$ cat config.mk
export PLATFORM = sky130hd
export DESIGN_NAME = variable_step_lowpass_filter
export DESIGN_NICKNAME = d
export VERILOG_FILES = /design/src/rtl/vslpf_pkg.sv /design/src/rtl/vslpf_div.sv /design/src/rtl/vslpf_lane.sv /design/src/rtl/variable_step_lowpass_filter.sv
export VERILOG_INCLUDE_DIRS = /design/src /design/src/rtl
export SDC_FILE = /design/constraint.sdc
export NUM_CORES = 2
export LEC_CHECK = 0
export ABC_CLOCK_PERIOD_IN_PS = 8650
export BUFFER_PORTS_ARGS = -buffer_cell sky130_fd_sc_hd__buf_2
export CORE_MARGIN = 2
export CORE_UTILIZATION = 43
export DETAILED_ROUTE_END_ITERATION = 12
export MAX_ROUTING_LAYER = met4
export SLEW_MARGIN = 10
export SYNTH_ARGS = -nofsm -noshare
export SYNTH_HDL_FRONTEND = slang
export SYNTH_SLANG_ARGS = --single-unit
$ cat constraint.sdc
create_clock -name clk -period 8.65 [get_ports clk]
set_clock_uncertainty 0.05 [all_clocks]
set_input_delay 1.73 -clock clk [delete_from_list [all_inputs] [get_ports clk]]
set_output_delay 1.73 -clock clk [all_outputs]
set_load 0.02 [all_outputs]
$ cat src/rtl/variable_step_lowpass_filter_assert.svh
// Assertion macros shared by the low-pass filter RTL.
// Needs clk and rst_n in the scope where a macro is used.
`ifndef VARIABLE_STEP_LOWPASS_FILTER_ASSERT_SVH
`define VARIABLE_STEP_LOWPASS_FILTER_ASSERT_SVH

// same-cycle implication
`define VSLPF_ASSERT_NOW(lbl, ante, cons, msg) \
  lbl: assert property (@(posedge clk) disable iff (!rst_n) (ante) |-> (cons)) \
    else $error(msg);

// next-cycle implication
`define VSLPF_ASSERT_NEXT(lbl, ante, cons, msg) \
  lbl: assert property (@(posedge clk) disable iff (!rst_n) (ante) |=> (cons)) \
    else $error(msg);

`endif

$ cat src/rtl/vslpf_pkg.sv
// Shared types and constants of the variable-step low-pass filter.
// No dependencies.
package vslpf_pkg;

  localparam int STAMP_W  = 32;
  localparam int SAMPLE_W = 16;
  localparam int TAU_W    = 24;
  localparam int CHANNELS = 4;

  localparam logic [TAU_W-1:0] TAU_RESET = 24'd1000;

  // gain is Q0.16 with 1.0 representable -> 17 quotient bits
  localparam int FRAC_W = 16;
  localparam int Q_BITS = FRAC_W + 1;
  localparam int CNT_W  = $clog2(Q_BITS);
  localparam int DEN_W  = STAMP_W + 1;
  localparam int NUM_W  = STAMP_W + FRAC_W + 1;
  localparam int DIFF_W = SAMPLE_W + 1;
  localparam int ACC_W  = DIFF_W + Q_BITS;

  // sequencing strobes from the control FSM
  typedef struct packed {
    logic accept;  // new word taken
    logic prep;    // form denominator
    logic load;    // load dividend
    logic step;    // one quotient bit
    logic fin;     // commit filtered values
  } ctl_t;

endpackage

$ cat src/rtl/vslpf_div.sv
// Bit-serial restoring divider for the gain alpha = round(dt*2^16 / (dt+tau)).
// Emits one quotient bit per step, MSB first. Uses vslpf_pkg.
module vslpf_div
  import vslpf_pkg::*;
(
  input  logic               clk,
  input  ctl_t               ctl,
  input  logic [STAMP_W-1:0] dt,
  input  logic [TAU_W-1:0]   tau,
  output logic               q_bit
);

  logic [DEN_W-1:0]  den_r;
  logic [DEN_W-1:0]  rem_r;
  logic [Q_BITS-1:0] low_r;
  logic              zero_r;
  logic [NUM_W-1:0]  num;
  logic [DEN_W:0]    shifted;
  logic [DEN_W:0]    trial;

  // dividend = dt*2^16 + floor(den/2)
  assign num     = {1'b0, dt, {FRAC_W{1'b0}}} + NUM_W'(den_r[DEN_W-1:1]);
  assign shifted = {rem_r, low_r[Q_BITS-1]};
  assign trial   = shifted - {1'b0, den_r};
  assign q_bit   = !trial[DEN_W] && !zero_r;

  always_ff @(posedge clk) begin
    if (ctl.prep) begin
      den_r <= DEN_W'(dt) + DEN_W'(tau);
    end
    if (ctl.load) begin
      rem_r  <= DEN_W'(num[NUM_W-1:Q_BITS]);
      low_r  <= num[Q_BITS-1:0];
      zero_r <= (den_r == '0);
    end else if (ctl.step) begin
      rem_r <= q_bit ? trial[DEN_W-1:0] : shifted[DEN_W-1:0];
      low_r <= {low_r[Q_BITS-2:0], 1'b0};
    end
  end

endmodule

$ cat src/rtl/vslpf_lane.sv
// One filter channel: MSB-first serial multiply of alpha by (x - y),
// then rounded update and clamp of the held value. Uses vslpf_pkg.
module vslpf_lane
  import vslpf_pkg::*;
(
  input  logic                       clk,
  input  logic                       rst_n,
  input  ctl_t                       ctl,
  input  logic signed [SAMPLE_W-1:0] x,
  input  logic                       q_bit,
  output logic signed [SAMPLE_W-1:0] y
);

  logic signed [SAMPLE_W-1:0] y_r;
  logic signed [SAMPLE_W-1:0] y_nxt;
  logic signed [DIFF_W-1:0]   diff_r;
  logic signed [ACC_W-1:0]    acc_r;
  logic signed [ACC_W:0]      sum;
  logic signed [ACC_W-FRAC_W:0] res;

  // y + floor((acc + 2^15) / 2^16) in one add
  assign sum = (ACC_W+1)'(acc_r)
             + (ACC_W+1)'($signed({y_r, 1'b1, {(FRAC_W-1){1'b0}}}));
  assign res = sum[ACC_W:FRAC_W];

  always_comb begin
    if (res[ACC_W-FRAC_W:SAMPLE_W-1] == '0 || res[ACC_W-FRAC_W:SAMPLE_W-1] == '1) begin
      y_nxt = res[SAMPLE_W-1:0];
    end else begin
      y_nxt = res[ACC_W-FRAC_W] ? {1'b1, {(SAMPLE_W-1){1'b0}}}
                                : {1'b0, {(SAMPLE_W-1){1'b1}}};
    end
  end

  always_ff @(posedge clk) begin
    if (ctl.accept) begin
      diff_r <= DIFF_W'(x) - DIFF_W'(y_r);
      acc_r  <= '0;
    end else if (ctl.step) begin
      acc_r <= (acc_r <<< 1) + (q_bit ? ACC_W'(diff_r) : ACC_W'(0));
    end
  end

  always_ff @(posedge clk) begin
    if (!rst_n) begin
      y_r <= '0;
    end else if (ctl.fin) begin
      y_r <= y_nxt;
    end
  end

  assign y = y_r;

endmodule

$ cat src/rtl/variable_step_lowpass_filter.sv
// Variable-step first-order low-pass filter over CHANNELS signed samples.
// Depends on vslpf_pkg, vslpf_div, vslpf_lane and the assertion macro header.
//
// Usage:
//  - cfg_*: write tau (cfg_time_constant) with cfg_valid; cfg_ready is always
//    high. Write only while no word is in flight. tau resets to 1000.
//  - in_*: a timestamped sample word is taken when in_valid && !in_stall.
//    The step dt is in_timestamp minus the previous timestamp, modulo 2^32.
//  - out_*: one filtered word per input word, taken when out_valid &&
//    !out_stall; out_stamp_out repeats the input timestamp.
// Timing: out_valid is registered and set by the commit. The accepting edge
//  captures dt and x - y; then dt + tau is formed, the dividend is loaded,
//  the serial divider runs (one gain bit per cycle, fed straight into the
//  lanes' serial multipliers) and the values are committed. The next word is
//  accepted in the cycle after commit at the earliest, so a word is committed
//  before the next one enters.
// Stall: the held state doubles as output register. A new word may be
//  accepted and worked on while out_valid waits; it holds at the commit step
//  until the waiting word is taken.
// Reset (rst_n, synchronous): held values zero, last timestamp zero.
module variable_step_lowpass_filter
  import vslpf_pkg::*;
(
  input  logic                       clk,
  input  logic                       rst_n,
  input  logic                       cfg_valid,
  output logic                       cfg_ready,
  input  logic [TAU_W-1:0]           cfg_time_constant,
  input  logic                       in_valid,
  output logic                       in_stall,
  input  logic [STAMP_W-1:0]         in_timestamp,
  input  logic signed [SAMPLE_W-1:0] in_sample_0,
  input  logic signed [SAMPLE_W-1:0] in_sample_1,
  input  logic signed [SAMPLE_W-1:0] in_sample_2,
  input  logic signed [SAMPLE_W-1:0] in_sample_3,
  output logic                       out_valid,
  input  logic                       out_stall,
  output logic [STAMP_W-1:0]         out_stamp_out,
  output logic signed [SAMPLE_W-1:0] out_filtered_0,
  output logic signed [SAMPLE_W-1:0] out_filtered_1,
  output logic signed [SAMPLE_W-1:0] out_filtered_2,
  output logic signed [SAMPLE_W-1:0] out_filtered_3
);

`include "variable_step_lowpass_filter_assert.svh"

  typedef enum logic [2:0] {
    S_IDLE,
    S_PREP,
    S_LOAD,
    S_DIV,
    S_FIN
  } state_t;

  localparam logic [CNT_W-1:0] CNT_LAST = CNT_W'(Q_BITS - 1);

  state_t              state_r;
  logic [CNT_W-1:0]    cnt_r;
  logic [TAU_W-1:0]    tau_r;
  logic [STAMP_W-1:0]  dt_r;
  logic [STAMP_W-1:0]  stamp_r;      // stamp of word in flight
  logic [STAMP_W-1:0]  last_stamp_r; // stamp of last committed word
  logic                out_valid_r;
  logic                q_bit;
  ctl_t                ctl;

  logic signed [SAMPLE_W-1:0] x [CHANNELS];
  logic signed [SAMPLE_W-1:0] y [CHANNELS];

  assign x[0] = in_sample_0;
  assign x[1] = in_sample_1;
  assign x[2] = in_sample_2;
  assign x[3] = in_sample_3;

  assign cfg_ready = 1'b1;
  assign in_stall  = (state_r != S_IDLE);

  // strobes
  assign ctl.accept = in_valid && !in_stall;
  assign ctl.prep   = (state_r == S_PREP);
  assign ctl.load   = (state_r == S_LOAD);
  assign ctl.step   = (state_r == S_DIV);
  assign ctl.fin    = (state_r == S_FIN) && (!out_valid_r || !out_stall);

  // config register
  always_ff @(posedge clk) begin
    if (!rst_n) begin
      tau_r <= TAU_RESET;
    end else if (cfg_valid && cfg_ready) begin
      tau_r <= cfg_time_constant;
    end
  end

  // control FSM and output valid
  always_ff @(posedge clk) begin
    if (!rst_n) begin
      state_r      <= S_IDLE;
      cnt_r        <= '0;
      last_stamp_r <= '0;
      out_valid_r  <= 1'b0;
    end else begin
      unique case (state_r)
        S_IDLE: begin
          if (ctl.accept) begin
            state_r <= S_PREP;
          end
        end
        S_PREP: begin
          state_r <= S_LOAD;
        end
        S_LOAD: begin
          cnt_r   <= '0;
          state_r <= S_DIV;
        end
        S_DIV: begin
          cnt_r <= cnt_r + 1'b1;
          if (cnt_r == CNT_LAST) begin
            state_r <= S_FIN;
          end
        end
        S_FIN: begin
          if (ctl.fin) begin
            last_stamp_r <= stamp_r;
            state_r      <= S_IDLE;
          end
        end
        default: begin
          state_r <= S_IDLE;
        end
      endcase
      // commit raises valid; a taken word without a commit clears it
      if (ctl.fin) begin
        out_valid_r <= 1'b1;
      end else if (out_valid_r && !out_stall) begin
        out_valid_r <= 1'b0;
      end
    end
  end

  // payload captured on acceptance
  always_ff @(posedge clk) begin
    if (ctl.accept) begin
      dt_r    <= in_timestamp - last_stamp_r;
      stamp_r <= in_timestamp;
    end
  end

  vslpf_div u_div (
    .clk   (clk),
    .ctl   (ctl),
    .dt    (dt_r),
    .tau   (tau_r),
    .q_bit (q_bit)
  );

  for (genvar i = 0; i < CHANNELS; i++) begin : g_lane
    vslpf_lane u_lane (
      .clk   (clk),
      .rst_n (rst_n),
      .ctl   (ctl),
      .x     (x[i]),
      .q_bit (q_bit),
      .y     (y[i])
    );
  end

  assign out_valid      = out_valid_r;
  assign out_stamp_out  = last_stamp_r;
  assign out_filtered_0 = y[0];
  assign out_filtered_1 = y[1];
  assign out_filtered_2 = y[2];
  assign out_filtered_3 = y[3];

  `VSLPF_ASSERT_NOW(a_fin_no_overwrite, ctl.fin, !(out_valid_r && out_stall), "commit over stalled word")
  `VSLPF_ASSERT_NEXT(a_accept_busy, ctl.accept, in_stall && state_r == S_PREP, "accept did not start work")
  `VSLPF_ASSERT_NEXT(a_div_len, state_r == S_DIV && cnt_r == CNT_LAST, state_r == S_FIN, "divider length wrong")
  `VSLPF_ASSERT_NOW(a_valid_from_fin, $rose(out_valid_r), $past(ctl.fin), "output valid without commit")

endmodule

Word level (Yosys, flattened, before mapping) --
Index checks and enable logic that the tools add are counted.
Storage, ports and cells: logic and storage cells 102, input bits 125, register bits 481
Cells by class: add/sub/neg operators 17, eq/ne operators 12, mux-type cells 24, reductions and logical operators 25
Operators with widths (count):
- adder 34 x 32 -> 35 bit | 4
- adder 34 bit | 4
- 2-to-1 mux 34 bit | 4
- 2-to-1 mux 16 bit | 8
- subtractor 16 x 16 -> 17 bit | 4
- 2-to-1 mux 32 bit | 2
- adder 48 x 32 -> 49 bit | 1
- 2-to-1 mux 17 bit | 2
- subtractor 34 x 33 -> 34 bit | 1
- adder 32 x 24 -> 33 bit | 1
- zero test 33 bit | 1
- 2-to-1 mux 33 bit | 1
- subtractor 32 bit | 1
- == test 4 bit (second input constant) | 4
- zero test 4 bit | 4
- case mux 3 bit (5 select lines) | 1
- case mux 5 bit (2 select lines) | 1
- 2-to-1 mux 3 bit | 3
- == test 3 x 2 -> 1 bit (second input constant) | 2
- adder 5 x 1 -> 5 bit (second input constant) | 1
- == test 5 bit (second input constant) | 1
- zero test 1 bit | 5
- logical OR 1 bit | 5
- logical AND 1 bit | 4
- 10 further kinds | 13

Longest topological paths before layout --
depth after elaboration 6, depth in mapped cells 28, mapped depth without buffers 23

Cells and area by module --
Synthesis repeated with hierarchy kept, for this count alone.
Unflattened totals: cells, all modules 4086, area, all modules 36527.5 um2
Modules (own cells, without submodules):
- vslpf_lane at g_lane[2].u_lane ... | cells each 668, area an instance 5642.9 um2, seq. area each 1511.4 um2, instances 2
- vslpf_div | cells each 801, area an instance 7601.0 um2, seq. area each 2512.4 um2, instances 1
- variable_step_lowpass_filter | cells each 629, area an instance 6321.1 um2, seq. area each 3223.1 um2, instances 1
- vslpf_lane at g_lane[1].u_lane | cells each 667, area an instance 5690.5 um2, seq. area each 1511.4 um2, instances 1
- vslpf_lane at g_lane[0].u_lane | cells each 653, area an instance 5629.1 um2, seq. area each 1511.4 um2, instances 1

Least setup slack after synthesis --
Ideal clock, no wire load.
kind in2reg, from input in_valid, to register dt_r[0] (enable), data arrival time 6.094 ns, setup slack 1.957 ns, cell stages on the path 5, setup time 0.548 ns, required time 8.052 ns, cells stage by stage nand2b_1 or3_1 clkbuf_1 inv_2 clkbuf_1
RTL lines:
- start, declared | line variable_step_lowpass_filter.sv:29 | input logic in_valid,
- end signal, assigned | line variable_step_lowpass_filter.sv:143 | dt_r <= in_timestamp - last_stamp_r;
- end, declared | line variable_step_lowpass_filter.sv:60 | logic [STAMP_W-1:0] dt_r;

Worst setup path in the final report --
from register u_div.den_r[1], to register g_lane[0].u_lane.acc_r[31]
On the way: longest elaborated chain between the ends 5
Ends and longest elaborated chain:
- start, declared | line vslpf_div.sv:13 | logic [DEN_W-1:0] den_r;
- start signal, assigned | line vslpf_div.sv:29 | den_r <= DEN_W'(dt) + DEN_W'(tau);
- subtractor 34 x 33 -> 34 bit | line vslpf_div.sv:24 | assign trial = shifted - {1'b0, den_r};
- zero test 1 bit | line vslpf_div.sv:25 | assign q_bit = !trial[DEN_W] && !zero_r;
- logical AND 1 bit | line vslpf_div.sv:25
- 2-to-1 mux 34 bit | line vslpf_lane.sv:40 | acc_r <= (acc_r <<< 1) + (q_bit ? ACC_W'(diff_r) : ACC_W'(0));
- adder 34 bit | line vslpf_lane.sv:40
- end signal, assigned | line vslpf_lane.sv:40
- end, declared | line vslpf_lane.sv:17 | logic signed [ACC_W-1:0] acc_r;
Every way passes these cells. A chain may end at the register's enable or synchronous reset.

==> run summary <==
Vias/cell: 5.53
Max Fanout on Critical Path: 28
Most used DFF post-synth: dfxtp_1
layout cells sized above 1: 0.103
H-tree Lvls: 2
Placement Rows: 103
Worst-Skew Late Latency: 650 ps
most frequent cell after synthesis: nand2_1
async set or reset register ratio after synthesis: 0
Synth Instances: 3960
first-pass GRT wire length: 144000 um
max_slew headroom: 0.187
Global Route met3 Usage: 0.0287
max-cap violation count: 0
met2 Usage GRT: 0.338
clk root buf: clkbuf_16
GRT Residual Overflow: 0
unrepaired setup endpoints after global routing: false
Reg clk slew, reported paths: 60 ps
post-synth top area cell: edfxtp_1
vias in the first global route: 26609
largest family of logic cells by synthesized area: compound AO/OA/AOI/OAI gates
final core utilization: 0.482
Synth top cells by count: nand2_1 (365), nor2_1 (337), a21oi_1 (312)
vias: 28753
CP startpoint kind: register
Routability Congestion: 0.898
setup TNS: 0 ps
status: finished, final reports clean
Fin. Hold Viols: 0
DR iter-0 viols: 1760
Hold Path Class: register to register
CP arrival: 7420 ps
port buffer count: 222
mux contribution to synthesized area: 0.0157
chip height: 286 um
met1 usage: 0.311
DR WL/cell: 17.3 um
Synth Register Bits: 481
crit end category: register
Post-CTS Repair Setup Buffers: 0
Pins Over Slew Limit: 0
P_leak: 0.0156 uW
# setup viols final: 0
XOR/XNOR Fraction of Synth Area: 0.0737
syn_nets: 4403
wirelength, routed: 90200 um
crit share post-route: 0.803
largest net degree at the start of global routing: 116
DP HPWL: 66600 um
CTS tree: done
die area: 0.0815 sq mm
TritonCTS Buffers: 56
GR peak layer: met2
Post-synth EDFFs: 215
synth-to-layout area growth: 11.2%
fin crit period: 6940 ps
Synth area leaders: edfxtp_1 (19%), dfxtp_1 (16%), ha_1 (11%)
Post-Synthesis Cell Area: 0.0341 sq mm
Worst Path Required: 9120 ps
IR drop worst, VDD: 0.167 mV
slew at the pin closest to its max-slew limit: 1210 ps
Achievable Freq: 144 MHz
Crit Path Category: register to register
unique cell type count in the Yosys netlist: 100
Post-DRT Antenna Nets: 0
synthesis warning total: 0
sequential-to-total area share from yosys stat: 0.346
drt pass-1 iters: 7
post-synth top area share: 0.189
Layout Nets: 4545
WHS: 409 ps
Post-CTS Resized: 0
adder-cell share of the synthesized area: 0.120
gr usage total: 0.222
Die W: 286 um
# IOs: 224
PD cells: 189 mW/mm^2
DRC: 0
core area: 0.0787 sq mm
hold buffer count at CTS: 0
simple-gate share of the synthesized area: 0.194
initial antenna violation count: 3
Initial Util: 0.433
clock sinks: 481
# fillers: 7629
Compound-Gate Fraction of Synth Area: 0.203
Longest Clk Path Bufs: 3
Post-Syn Area per Cell: 8.61 sq um
[area by class of cell]
cell class	count	area, sq um	area share
clock inverter	32	278	0.00733
inverter	259	980	0.0258
timing repair buffer	242	1260	0.0333
antenna	3	7.51	0.000198
clock buffer	74	1520	0.0401
multi-input combinational	3062	20800	0.548
sequential	481	11800	0.311
tap	1050	1310	0.0346
[path summary, 6_finish.rpt]
kind	to	slack, ps	cells after the start	start
max	g_lane[0].u_lane.acc_r[31]	1710	25	u_div.den_r[1]
min	g_lane[1].u_lane.acc_r[11]	410	2	g_lane[1].u_lane.acc_r[11]
max reg2reg	g_lane[0].u_lane.acc_r[31]	1710	25	u_div.den_r[1]
min reg2reg	g_lane[1].u_lane.acc_r[11]	410	2	g_lane[1].u_lane.acc_r[11]
[layer usage]
| layer | wire (um) | up-vias | share of wire |
|---|---|---|---|
| met5 | 0 | - | 0 |
| met3 | 4120 | 114 | 0.046 |
| met2 | 39900 | 571 | 0.44 |
| met1 | 44100 | 13497 | 0.49 |
| met4 | 2110 | 0 | 0.023 |
| li1 | - | 14571 | - |
[critical path, stage by stage, from the launching register on]
cell      delay, ps
edfxtp_1        430
inv_1           100
ha_1            220
nor2b_1         140
o31ai_1         390
a21oi_2         160
a31oi_2         410
nor4_2          140
o21ai_0         550
a21oi_4         410
buf_4           330
buf_4           200
and2_1          170
ha_1            210
fa_1            460
a211oi_1        320
o21ai_0         180
o211ai_1        150
a32oi_1         170
and2_1          230
a211o_1         400
or3_1           350
nand3b_1        160
o22ai_1         200
mux2i_1         240
nand3_1          90
[metrics by stage]
stage               instance area [sq um]  total power, uW  worst slack [ps]  instances
global route                        37900             7600              1110       5203
floorplan                           34100             4370              1960       3960
CTS                                 37900             7230              1660       5200
detailed placement                  36100             4890              1660       5094
finish                              37900             7170              1710       5203
global placement                    36100             4880              1730       5094
[cell families (layout without fill, tap and decap cells)]
kind of cell,count (synthesis),count (layout)
buffers and inverters,417,607
AOI/OAI and AO/OA,1052,1052
and+or+nand+nor,1352,1352
xor gates and xnor gates,287,287
other,1,4
DFF,481,481
muxes,52,52
adders and majority gates,318,318
[cell usage in the layout, fill, tap and decap left out, drive strengths merged, types with 36 or more instances in the layout]
cell | Yosys | routed
xnor2 | 209 | 209
nor2b | 54 | 54
and2 | 80 | 80
dfxtp | 266 | 266
o21a | 51 | 51
clkbuf | 133 | 74
nor4 | 36 | 36
xor2 | 78 | 78
a211oi | 70 | 70
mux2i | 49 | 49
or3 | 42 | 42
a21oi | 315 | 315
and3 | 40 | 40
o21ai | 224 | 224
nor3 | 107 | 107
nand2b | 64 | 64
a21o | 80 | 80
ha | 302 | 302
nand3 | 113 | 113
edfxtp | 215 | 215
nor2 | 337 | 337
nand2 | 365 | 365
buf | 25 | 242
inv | 258 | 261
[report_power, final]
part	switching (uW)	internal (uW)
logic	1210	824
clock network	1000	1310
registers	194	2620
total	2410	4750
[state kept, by name, indices dropped and copies added (netlist names), 17 cells and up]
register	flops
tau_r	24
dt_r	32
out_stamp_out	32
u_div.rem_r	33
u_div.den_r	33
stamp_r	32
g_lane.u_lane.acc_r	136
u_div.low_r	17
g_lane.u_lane.diff_r	68
g_lane.u_lane.y	64
Note: power is estimated with default switching activity, not from simulation.
